===== config.mk =====
export PLATFORM = sky130hd
export DESIGN_NAME = slot_allocator_free_list
export DESIGN_NICKNAME = d
export VERILOG_FILES = /design/src/sv/sfl_pkg.sv /design/src/sv/sfl_cell.sv /design/src/sv/slot_allocator_free_list.sv
export SDC_FILE = /design/constraint.sdc
export NUM_CORES = 2
export LEC_CHECK = 0
export BUFFER_PORTS_ARGS = -buffer_cell sky130_fd_sc_hd__buf_2
export CAP_MARGIN = 20
export CELL_PAD_IN_SITES_DETAIL_PLACEMENT = 0
export CELL_PAD_IN_SITES_GLOBAL_PLACEMENT = 1
export CORE_AREA = 2 2 432 434
export DETAILED_ROUTE_END_ITERATION = 12
export DIE_AREA = 0 0 434 436
export MAX_ROUTING_LAYER = met4
export PLACE_DENSITY = 0.91
export SLEW_MARGIN = 0
export SYNTH_ARGS = -nofsm -noshare
export SYNTH_HDL_FRONTEND = slang
export SYNTH_SLANG_ARGS = --single-unit

===== constraint.sdc =====
create_clock -name clk -period 78.2 [get_ports clk]
set_clock_uncertainty 0.05 [all_clocks]
set_input_delay 11.73 -clock clk [delete_from_list [all_inputs] [get_ports clk]]
set_output_delay 11.73 -clock clk [all_outputs]
set_load 0.01 [all_outputs]

===== src/sv/sfl_pkg.sv =====
// Shared types and constants for the slot allocator free list.
package sfl_pkg;

    // Slot indices travel in 8-bit fields, so the usable pool is capped at 256.
    localparam int unsigned SLOT_W        = 8;
    localparam int unsigned STATUS_W      = 2;
    localparam int unsigned POOL_MAX      = 256;
    localparam int unsigned SLOTS_DEFAULT = 256;

    localparam logic CMD_ALLOC = 1'b0;
    localparam logic CMD_FREE  = 1'b1;

    localparam logic [STATUS_W-1:0] ST_OK     = 2'd0;
    localparam logic [STATUS_W-1:0] ST_FULL   = 2'd1;
    localparam logic [STATUS_W-1:0] ST_REJECT = 2'd2;

    // Broadcast control from the allocator to every cell in the row.
    typedef struct packed {
        logic              push;
        logic              pop;
        logic              mark_set;
        logic              mark_clr;
        logic [SLOT_W-1:0] mark_slot;
    } cell_ctrl_t;

endpackage


===== src/sv/sfl_cell.sv =====
// One cell of the row: a free stack entry and the in-use bit of one slot.
module sfl_cell #(
    parameter logic [sfl_pkg::SLOT_W-1:0] CELL_IDX = '0
) (
    input  logic                       clk,
    input  logic                       rst_n,
    input  sfl_pkg::cell_ctrl_t        ctrl,
    input  logic [sfl_pkg::SLOT_W-1:0] up_entry,
    input  logic [sfl_pkg::SLOT_W-1:0] down_entry,
    output logic [sfl_pkg::SLOT_W-1:0] entry,
    output logic                       used
);
    import sfl_pkg::*;

    logic [SLOT_W-1:0] entry_reg;
    logic [SLOT_W-1:0] entry_next;
    logic              used_reg;
    logic              used_next;

    // A push moves every entry one cell deeper; a pop moves them one cell up.
    always_comb
    begin
        entry_next = entry_reg;
        if (ctrl.push)
        begin
            entry_next = up_entry;
        end
        else if (ctrl.pop)
        begin
            entry_next = down_entry;
        end
    end

    always_comb
    begin
        used_next = used_reg;
        if (ctrl.mark_set && (ctrl.mark_slot == CELL_IDX))
        begin
            used_next = 1'b1;
        end
        else if (ctrl.mark_clr && (ctrl.mark_slot == CELL_IDX))
        begin
            used_next = 1'b0;
        end
    end

    always_ff @(posedge clk)
    begin
        entry_reg <= entry_next;
    end

    always_ff @(posedge clk or negedge rst_n)
    begin
        if (!rst_n)
        begin
            used_reg <= 1'b0;
        end
        else
        begin
            used_reg <= used_next;
        end
    end

    assign entry = entry_reg;
    assign used  = used_reg;

endmodule


===== src/sv/slot_allocator_free_list.sv =====
// Top level of the slot allocator: command decode, counters and the row of cells.
//
// This block hands out and takes back slot indices from a pool of SLOTS entries
// (capped at 256, since slots travel in 8-bit fields). An allocate command first
// pops the most recently freed slot from a LIFO free stack; when that stack is
// empty it hands out the next never-used slot from a bump counter, and when both
// are exhausted it answers with status 1 (pool full). A free command is taken only
// for a slot that is currently in use; it clears the in-use mark and pushes the
// slot onto the stack. A free of an idle or out-of-range slot answers with status
// 2 and leaves the state alone. Every command gives exactly one result item, with
// slot_out zero except for a granted allocate. The free stack and the in-use map
// live in a row of identical cells: cell N holds stack entry N (the top of the
// stack is cell 0) and the in-use bit of slot N, and on a push or pop every cell
// hands its entry to its neighbor in the same cycle. A command's result is decided
// from the counters, the top cell and the in-use bit of the named slot, and lands
// in the output register at the accepting edge. One command per cycle is
// sustained; the input stalls only while a finished result waits in the output
// register and the downstream side is not taking it. The in-use bits clear at
// reset at once, so no clearing pass is needed.
module slot_allocator_free_list #(
    parameter int unsigned SLOTS = sfl_pkg::SLOTS_DEFAULT
) (
    input  logic                         clk,
    input  logic                         rst_n,
    input  logic                         s_tvalid,
    output logic                         s_tready,
    input  logic [sfl_pkg::SLOT_W-1:0]   s_tdata,   // [7:0] slot
    input  logic                         s_tuser,   // [0] command
    output logic                         m_tvalid,
    input  logic                         m_tready,
    output logic [sfl_pkg::SLOT_W-1:0]   m_tdata,   // [7:0] slot_out
    output logic [sfl_pkg::STATUS_W-1:0] m_tuser    // [1:0] status
);
    import sfl_pkg::*;

    localparam int unsigned POOL  = (SLOTS < POOL_MAX) ? SLOTS : POOL_MAX;
    localparam int unsigned CNT_W = $clog2(POOL + 1);
    localparam int unsigned IDX_W = $clog2(POOL);
    localparam logic [SLOT_W:0]  POOL_LIM = (SLOT_W + 1)'(POOL);
    localparam logic [CNT_W-1:0] POOL_CNT = CNT_W'(POOL);

    logic [CNT_W-1:0]    free_count_reg;
    logic [CNT_W-1:0]    free_count_next;
    logic [CNT_W-1:0]    next_fresh_reg;
    logic [CNT_W-1:0]    next_fresh_next;
    logic                m_tvalid_reg;
    logic                m_tvalid_next;
    logic [SLOT_W-1:0]   m_tdata_reg;
    logic [SLOT_W-1:0]   m_tdata_next;
    logic [STATUS_W-1:0] m_tuser_reg;
    logic [STATUS_W-1:0] m_tuser_next;

    logic                accept;
    logic                have_free;
    logic                have_fresh;
    logic                in_range;
    logic                slot_used;
    logic                take_fresh;
    logic [SLOT_W-1:0]   grant_slot;
    logic [STATUS_W-1:0] status;
    cell_ctrl_t          ctrl;

    logic [SLOT_W-1:0]   entry_arr [POOL];
    logic [SLOT_W-1:0]   up_arr    [POOL];
    logic [SLOT_W-1:0]   down_arr  [POOL];
    logic [POOL-1:0]     used_vec;

    // The output register parts the two sides; a held result blocks only while
    // the downstream side is stalled.
    assign s_tready = !m_tvalid_reg || m_tready;
    assign accept   = s_tvalid && s_tready;

    assign have_free  = (free_count_reg != '0);
    assign have_fresh = (next_fresh_reg < POOL_CNT);
    assign in_range   = ({1'b0, s_tdata} < POOL_LIM);
    assign slot_used  = in_range && used_vec[s_tdata[IDX_W-1:0]];

    // Decide the outcome of the offered command from the current state.
    always_comb
    begin
        ctrl       = '0;
        take_fresh = 1'b0;
        grant_slot = '0;
        status     = ST_OK;
        if (s_tuser == CMD_ALLOC)
        begin
            if (have_free)
            begin
                ctrl.pop   = 1'b1;
                grant_slot = entry_arr[0];
            end
            else if (have_fresh)
            begin
                take_fresh = 1'b1;
                grant_slot = SLOT_W'(next_fresh_reg);
            end
            else
            begin
                status = ST_FULL;
            end
            ctrl.mark_set  = (status == ST_OK);
            ctrl.mark_slot = grant_slot;
        end
        else
        begin
            if (slot_used)
            begin
                ctrl.push      = 1'b1;
                ctrl.mark_clr  = 1'b1;
                ctrl.mark_slot = s_tdata;
            end
            else
            begin
                status = ST_REJECT;
            end
        end
        if (!accept)
        begin
            ctrl       = '0;
            take_fresh = 1'b0;
        end
    end

    always_comb
    begin
        free_count_next = free_count_reg;
        next_fresh_next = next_fresh_reg;
        m_tvalid_next   = m_tvalid_reg;
        m_tdata_next    = m_tdata_reg;
        m_tuser_next    = m_tuser_reg;
        if (ctrl.pop)
        begin
            free_count_next = free_count_reg - CNT_W'(1);
        end
        else if (ctrl.push)
        begin
            free_count_next = free_count_reg + CNT_W'(1);
        end
        if (take_fresh)
        begin
            next_fresh_next = next_fresh_reg + CNT_W'(1);
        end
        if (accept)
        begin
            m_tvalid_next = 1'b1;
            m_tdata_next  = grant_slot;
            m_tuser_next  = status;
        end
        else if (m_tready)
        begin
            m_tvalid_next = 1'b0;
        end
    end

    always_ff @(posedge clk or negedge rst_n)
    begin
        if (!rst_n)
        begin
            free_count_reg <= '0;
            next_fresh_reg <= '0;
            m_tvalid_reg   <= 1'b0;
        end
        else
        begin
            free_count_reg <= free_count_next;
            next_fresh_reg <= next_fresh_next;
            m_tvalid_reg   <= m_tvalid_next;
        end
    end

    always_ff @(posedge clk)
    begin
        m_tdata_reg <= m_tdata_next;
        m_tuser_reg <= m_tuser_next;
    end

    assign m_tvalid = m_tvalid_reg;
    assign m_tdata  = m_tdata_reg;
    assign m_tuser  = m_tuser_reg;

    // The row of cells. Cell 0 takes the freed slot on a push; the last cell
    // keeps its own entry on a pop, since nothing lies below it.
    for (genvar i = 0; i < POOL; i++)
    begin : g_cell
        if (i == 0)
        begin : g_head
            assign up_arr[i] = s_tdata;
        end
        else
        begin : g_body
            assign up_arr[i] = entry_arr[i-1];
        end

        if (i == POOL - 1)
        begin : g_tail
            assign down_arr[i] = entry_arr[i];
        end
        else
        begin : g_link
            assign down_arr[i] = entry_arr[i+1];
        end

        sfl_cell #(
            .CELL_IDX (SLOT_W'(i))
        ) u_cell (
            .clk        (clk),
            .rst_n      (rst_n),
            .ctrl       (ctrl),
            .up_entry   (up_arr[i]),
            .down_entry (down_arr[i]),
            .entry      (entry_arr[i]),
            .used       (used_vec[i])
        );
    end

`ifndef SYNTHESIS
    // Every slot handed out so far is either in use or on the free stack.
    a_slot_balance: assert property (@(posedge clk) disable iff (!rst_n)
        (int'($countones(used_vec)) + int'(free_count_reg)) == int'(next_fresh_reg))
        else $error("in-use count plus stack depth differs from slots handed out");

    a_fresh_bound: assert property (@(posedge clk) disable iff (!rst_n)
        next_fresh_reg <= POOL_CNT)
        else $error("bump counter ran past the pool");

    a_grant_marked: assert property (@(posedge clk) disable iff (!rst_n)
        accept && ctrl.mark_set |=> used_vec[$past(grant_slot[IDX_W-1:0])])
        else $error("granted slot not marked in use");

    a_free_cleared: assert property (@(posedge clk) disable iff (!rst_n)
        accept && ctrl.mark_clr |=> !used_vec[$past(s_tdata[IDX_W-1:0])]
            && (entry_arr[0] == $past(s_tdata)))
        else $error("freed slot still marked or not on top of the stack");

    a_fail_zero_slot: assert property (@(posedge clk) disable iff (!rst_n)
        m_tvalid_reg && (m_tuser_reg != ST_OK) |-> (m_tdata_reg == '0))
        else $error("failed command reports a nonzero slot");
`endif

endmodule


# Word level (Yosys, flattened, before mapping)
# Index checks and enable logic that the tools add are counted.
[word_totals] ff_bits=2333 latch_bits=0 ram_bits=0 mem_bits_ro=0 inputBits=13 elab_cells=2600 mem_count=0
[classes] n_addsub=3 mul=0 div_mod_pow=0 order_cmp=2 n_eq_ne=255 shifts=0 muxes=1047 n_bitwise=0 reduce_logical=776
[op_table] cell="$mux W8" n=513
[op_table] cell="$eq A8 B8 Y1 const B" n=128
[op_table] cell="$mux W1" n=525
[op_table] cell="$reduce_bool A2 Y1" n=258
[op_table] cell="$logic_and A1 B1 Y1" n=513
[op_table] cell="$eq A8 B7 Y1 const B" n=64
[op_table] cell="$eq A8 B6 Y1 const B" n=32
[op_table] cell="$eq A8 B5 Y1 const B" n=16
[op_table] cell="$eq A8 B4 Y1 const B" n=8
[op_table] cell="$eq A8 B3 Y1 const B" n=4
[op_table] cell="$mux W9" n=3
[op_table] cell="$add A9 B1 Y9 const B" n=2
[op_table] cell="$eq A8 B2 Y1 const B" n=2
[op_table] cell="$mux W12" n=1
[op_table] cell="$lt A8 B9 Y1 const B" n=1
[op_table] cell="$lt A9 B9 Y1 const B" n=1
[op_table] cell="$reduce_bool A9 Y1" n=1
[op_table] cell="$sub A9 B1 Y9 const B" n=1
[op_table] cell="$bmux W1 S8" n=1
[op_table] cell="$eq A8 B1 Y1 const B" n=1
[op_table] cell="$logic_not A8 Y1" n=1
[op_table] cell="$mux W2" n=4
[op_table] cell="$logic_not A2 Y1" n=1
[op_table] cell="$logic_not A1 Y1" n=1
[op_table] cell="$logic_or A1 B1 Y1" n=1

# Longest topological paths before layout
[depth] depth_word=11 ltp_mapped=18 depth_no_buf=16

# Modules after synthesis
# A second synthesis with hierarchy kept.
[unflattened] hier_cells=6251 area_unflattened_um2=109298.6
[modules_own_cells] module="sfl_cell (g_cell[100].u_cell ...)" instances=48 cells_per_inst=23 area_each_um2=417.9 seq_area_each_um2=265.3
[modules_own_cells] module="sfl_cell (g_cell[10].u_cell ...)" instances=44 cells_per_inst=23 area_each_um2=415.4 seq_area_each_um2=265.3
[modules_own_cells] module="sfl_cell (g_cell[101].u_cell ...)" instances=36 cells_per_inst=23 area_each_um2=406.6 seq_area_each_um2=265.3
[modules_own_cells] module="sfl_cell (g_cell[103].u_cell ...)" instances=30 cells_per_inst=23 area_each_um2=404.1 seq_area_each_um2=265.3
[modules_own_cells] module="sfl_cell (g_cell[115].u_cell ...)" instances=24 cells_per_inst=23 area_each_um2=405.4 seq_area_each_um2=265.3
[modules_own_cells] module="sfl_cell (g_cell[119].u_cell ...)" instances=20 cells_per_inst=23 area_each_um2=401.6 seq_area_each_um2=265.3
[modules_own_cells] module="sfl_cell (g_cell[129].u_cell ...)" instances=16 cells_per_inst=23 area_each_um2=429.2 seq_area_each_um2=265.3
[modules_own_cells] module="slot_allocator_free_list" instances=1 cells_per_inst=363 area_each_um2=3865.0 seq_area_each_um2=775.7
[modules_own_cells] module="sfl_cell (g_cell[128].u_cell ...)" instances=8 cells_per_inst=23 area_each_um2=426.7 seq_area_each_um2=265.3
[modules_own_cells] module="sfl_cell (g_cell[143].u_cell ...)" instances=8 cells_per_inst=23 area_each_um2=414.1 seq_area_each_um2=265.3
[modules_own_cells] module="sfl_cell (g_cell[112].u_cell ...)" instances=8 cells_per_inst=23 area_each_um2=412.9 seq_area_each_um2=265.3
[modules_own_cells] module="sfl_cell (g_cell[111].u_cell ...)" instances=6 cells_per_inst=23 area_each_um2=402.9 seq_area_each_um2=265.3
[modules_own_cells] module="sfl_cell (g_cell[127].u_cell ...)" instances=4 cells_per_inst=23 area_each_um2=400.4 seq_area_each_um2=265.3
[modules_own_cells] module="sfl_cell (g_cell[15].u_cell ...)" instances=2 cells_per_inst=23 area_each_um2=411.6 seq_area_each_um2=265.3
[modules_own_cells] module="2 more rows"

# Least setup slack after synthesis
# Ideal clock, no wire load.
[synth_path] kind="input to register" startpoint="in s_tdata[0] (netlist name)" endpoint="reg g_cell[0].u_cell.entry_reg[0] (enable)" setup_time_ns=2.364 arrival_ns=53.162 t_required_ns=75.786 slack_ns=22.624 path_stages=14 path_buffers=5 path_cell_list="buf_6 buf_12 buf_12 mux2i_1 a221oi_2 o21ai_1 nor4_2 nor3_4 a2bb2oi_4 inv_2 buf_4 nor2_2 buf_2 inv_1"
[synth_between] elab_chain_cells=6
[synth_rtl] element="from (decl)" line_no="slot_allocator_free_list.sv:27" source="input logic [sfl_pkg::SLOT_W-1:0] s_tdata,"
[synth_rtl] element="$bmux W1 S8" line_no="slot_allocator_free_list.sv:76" source="assign slot_used = in_range && used_vec[s_tdata[IDX_W-1:0]];"
[synth_rtl] element="$mux W1 (implied by the code)" line_no="slot_allocator_free_list.sv:76"
[synth_rtl] element="$mux W1" line_no="slot_allocator_free_list.sv:106" source="if (slot_used)"
[synth_rtl] element="$mux W1" line_no="slot_allocator_free_list.sv:85" source="if (s_tuser == CMD_ALLOC)"
[synth_rtl] element="$mux W12" line_no="slot_allocator_free_list.sv:117" source="if (!accept)"
[synth_rtl] element="$reduce_bool A2 Y1 (no source line)"
[synth_rtl] element="to (signal assigned)" line_no="sfl_cell.sv:49" source="entry_reg <= entry_next;"
[synth_rtl] element="to (decl)" line_no="sfl_cell.sv:15" source="logic [SLOT_W-1:0] entry_reg;"
# Every way passes these cells. The select of a mux whose other input is x is not followed.
# A chain may end at the register's enable or synchronous reset.

# Worst setup path in the final report
[layout_path] startpoint="in m_tready" endpoint="out s_tready"
[layout_between] elab_chain_cells=1
[layout_rtl] element="from (decl)" line_no="slot_allocator_free_list.sv:30" source="input logic m_tready,"
[layout_rtl] element="$logic_or A1 B1 Y1" line_no="slot_allocator_free_list.sv:70" source="assign s_tready = !m_tvalid_reg || m_tready;"
[layout_rtl] element="to (decl)" line_no="slot_allocator_free_list.sv:26" source="output logic s_tready,"
# Every way passes these cells.

==> flow_summary.ini <==
[finish]
largest_reg_flops = 2048
final_cell_mix = 6157 x nand2_1, 2058 x edfxtp_1, 428 x o21ai_0
n_fill_cell = 15100
layout_commonest_cell = nand2_1
area_growth_pct = 9.01
postLayoutCellArea_mm2 = 0.110
final_layout_size_suffix_gt1_frac = 0.0484
fin_util = 0.596
nets = 9826

[grt]
grt_pass1_vias = 64300
grt_max_degree = 233
track_usage = 0.192
grt_overflow = 0
grt_pass1_wl_um = 302000
antenna_found_initial = 2

[min_path]
hp-start = g_cell[254].u_cell.entry[5]
hold_class = flop to flop

[timing]
setup_viol = 0
fmax_mhz = 41.8
maxSlewHeadroom = 0.227
period_needed_ps = 23930
whs_ps = 402
hold_viol = 0
fin_tns_setup_ps = 0
grt_setup_unrepaired = false
timing.final.ws_setup_ps = 54270
fin_crit_sh = 0.306
max_slew.worst_pin.slew_ps = 1160
slew_violations = 0

[power]
peakVddDrop_v = 0.0000197
p_leak_nw = 46.6
p_per_area_mw_per_mm2 = 26.3

[setup_path]
cp.arrival_ps = 12150
end_kind = output port
startpoint = m_tready
required_ps = 66420
slowest_stage = nand2b_1
cp-start-kind = primary input
crit_type = primary input to output port
crit_path_frequent_cell = buf_2
path_max_fanout = 4
slowest_delay_ps = 170
critical_path.cell_chain = buf_2, nand2b_1, buf_2
reg2reg_from = m_tvalid

[floorplanning]
core_area_mm2 = 0.185
die-area_mm2 = 0.189
start_util = 0.546
io_pins = 25
rows = 158
fp.dieW_um = 434
fp.dieH_um = 436

[placed_design]
portBuffers = 24
gp_congestion = 0.880
dpl_worst_slack_ps = 54280
dp_hpwl_um = 96400
place_area_mm2 = 0.102

[clocking]
clk_pin_slew_worst_paths_ps = 60
cts_tree = done
insertion_delay_ps = 870
postCtsHoldBufs = 0
cts_max_level = 4
cts.path.max_buffers = 3
root_buffer = clkbuf_16
postCtsResizedCells = 0
postCtsSetupBuffers = 0
clkSinkCount = 2333
cts_buffers = 233

[status]
status = complete, no violations

[run]
max-cap-violations = 0

[detailed_routing]
drc = 0
drt-met1-wl_um = 83200
via_count = 66100
wl_met2_um = 83300
wirelength_um = 179000
wire_per_inst_um = 14.3
highest_layer = met4
ant_nets = 0
drtPass1Iterations = 6
via_per_inst = 5.29
first_iter_violations = 6389
routed-wl-met3_um = 8600

[synth]
synth_cells = 10000
ys_seq_area_frac = 0.681
async_flop_share = 0.118
synth_area_mm2 = 0.101
synth_edf_count = 2058
yosysUniqueCellTypes = 75
synth.area.top_cells = edfxtp_1 61%, nand2_1 23%, dfrtp_1 6.8%
syn_avg_cell_area_um2 = 10.0
synth_fp_nets = 10100
yosysWarnings = 0
synth_seq_cells = 2333
synth_area_leader_cell = edfxtp_1
ys.flop_type = edfxtp_1
synth_top_area_frac = 0.613
==> path summary, 6_finish.rpt <==
check	depth (start not counted)	endpoint	slack [ps]
min in group asynchronous	1	g_cell[198].u_cell.used	10860
min	0	g_cell[255].u_cell.entry[5]	400
max reg2reg	14	g_cell[156].u_cell.entry[6]	69130
max in group asynchronous	2	next_fresh_reg[0]	65460
min reg2reg	0	g_cell[255].u_cell.entry[5]	400
max	3	s_tready	54270
==> report_power, final <==
group	leakage, nW	internal (mW)	switching (mW)
Clock	3.75	0.653	0.469
Combinational	19.9	0.0626	0.157
Sequential	23.0	1.50	0.0503
Total	46.6	2.22	0.676
==> cells by family (layout without fill, tap and decap cells) <==
| family | count (synthesis) | count (layout) | synth area share |
|---|---|---|---|
| simple gates | 6303 | 6303 | 0.237 |
| flops | 2333 | 2333 | 0.681 |
| compound gates | 658 | 658 | 0.0371 |
| buf+inv | 598 | 565 | 0.0291 |
| mux | 124 | 124 | 0.0134 |
| xor+xnor | 14 | 14 | 0.00122 |
| fa+ha+maj | 9 | 9 | 0.00119 |
| other cells | 0 | 2 | 0 |
==> area by class of cell <==
class	instances	area (um^2)	share of cell area
timing repair buffer	109	1090	0.00988
clock buffer	308	6400	0.0582
inverter	19	86.3	0.000785
sequential	2333	68700	0.625
clock inverter	129	1330	0.0121
antenna	2	5.00	0.0000455
tap	2480	3100	0.0282
multi-input combinational	7108	29300	0.266
==> metrics by stage <==
step / power, mW / instances
floorplan: 1.93 / 10000
global placement: 1.78 / 12000
detailed placement: 1.80 / 12000
CTS: 2.93 / 12500
global route: 3.02 / 12500
finish: 2.89 / 12500
==> critical path, delay by kind of cell <==
kind	cells	cell delay, ps
buffers and inverters	2	250
AND/OR/NAND/NOR	1	170
==> per-layer routing <==
layer / GRT usage / vias to the layer above
met5: - / -
met2: 0.305 / 1411
li1: - / 32500
met1: 0.258 / 31800
met3: 0.0298 / 336
met4: 0.0577 / 0
==> synth_stat cells (9+ instances only) <==
library cell     n
buf_6           11
nor2_1          46
o31ai_1         32
nor3_1           9
edfxtp_1      2058
mux2i_1        111
nand2_1       6157
clkbuf_2        12
o21ai_0        431
nor2b_1         18
o21ai_1         63
dfrtp_1        275
a21oi_1         24
buf_1           15
inv_1           17
buf_2          410
nand3_1         29
a22oi_1         47
clkbuf_1       121
o22ai_1          9
No activity file was read; power rests on OpenSTA's default activity.
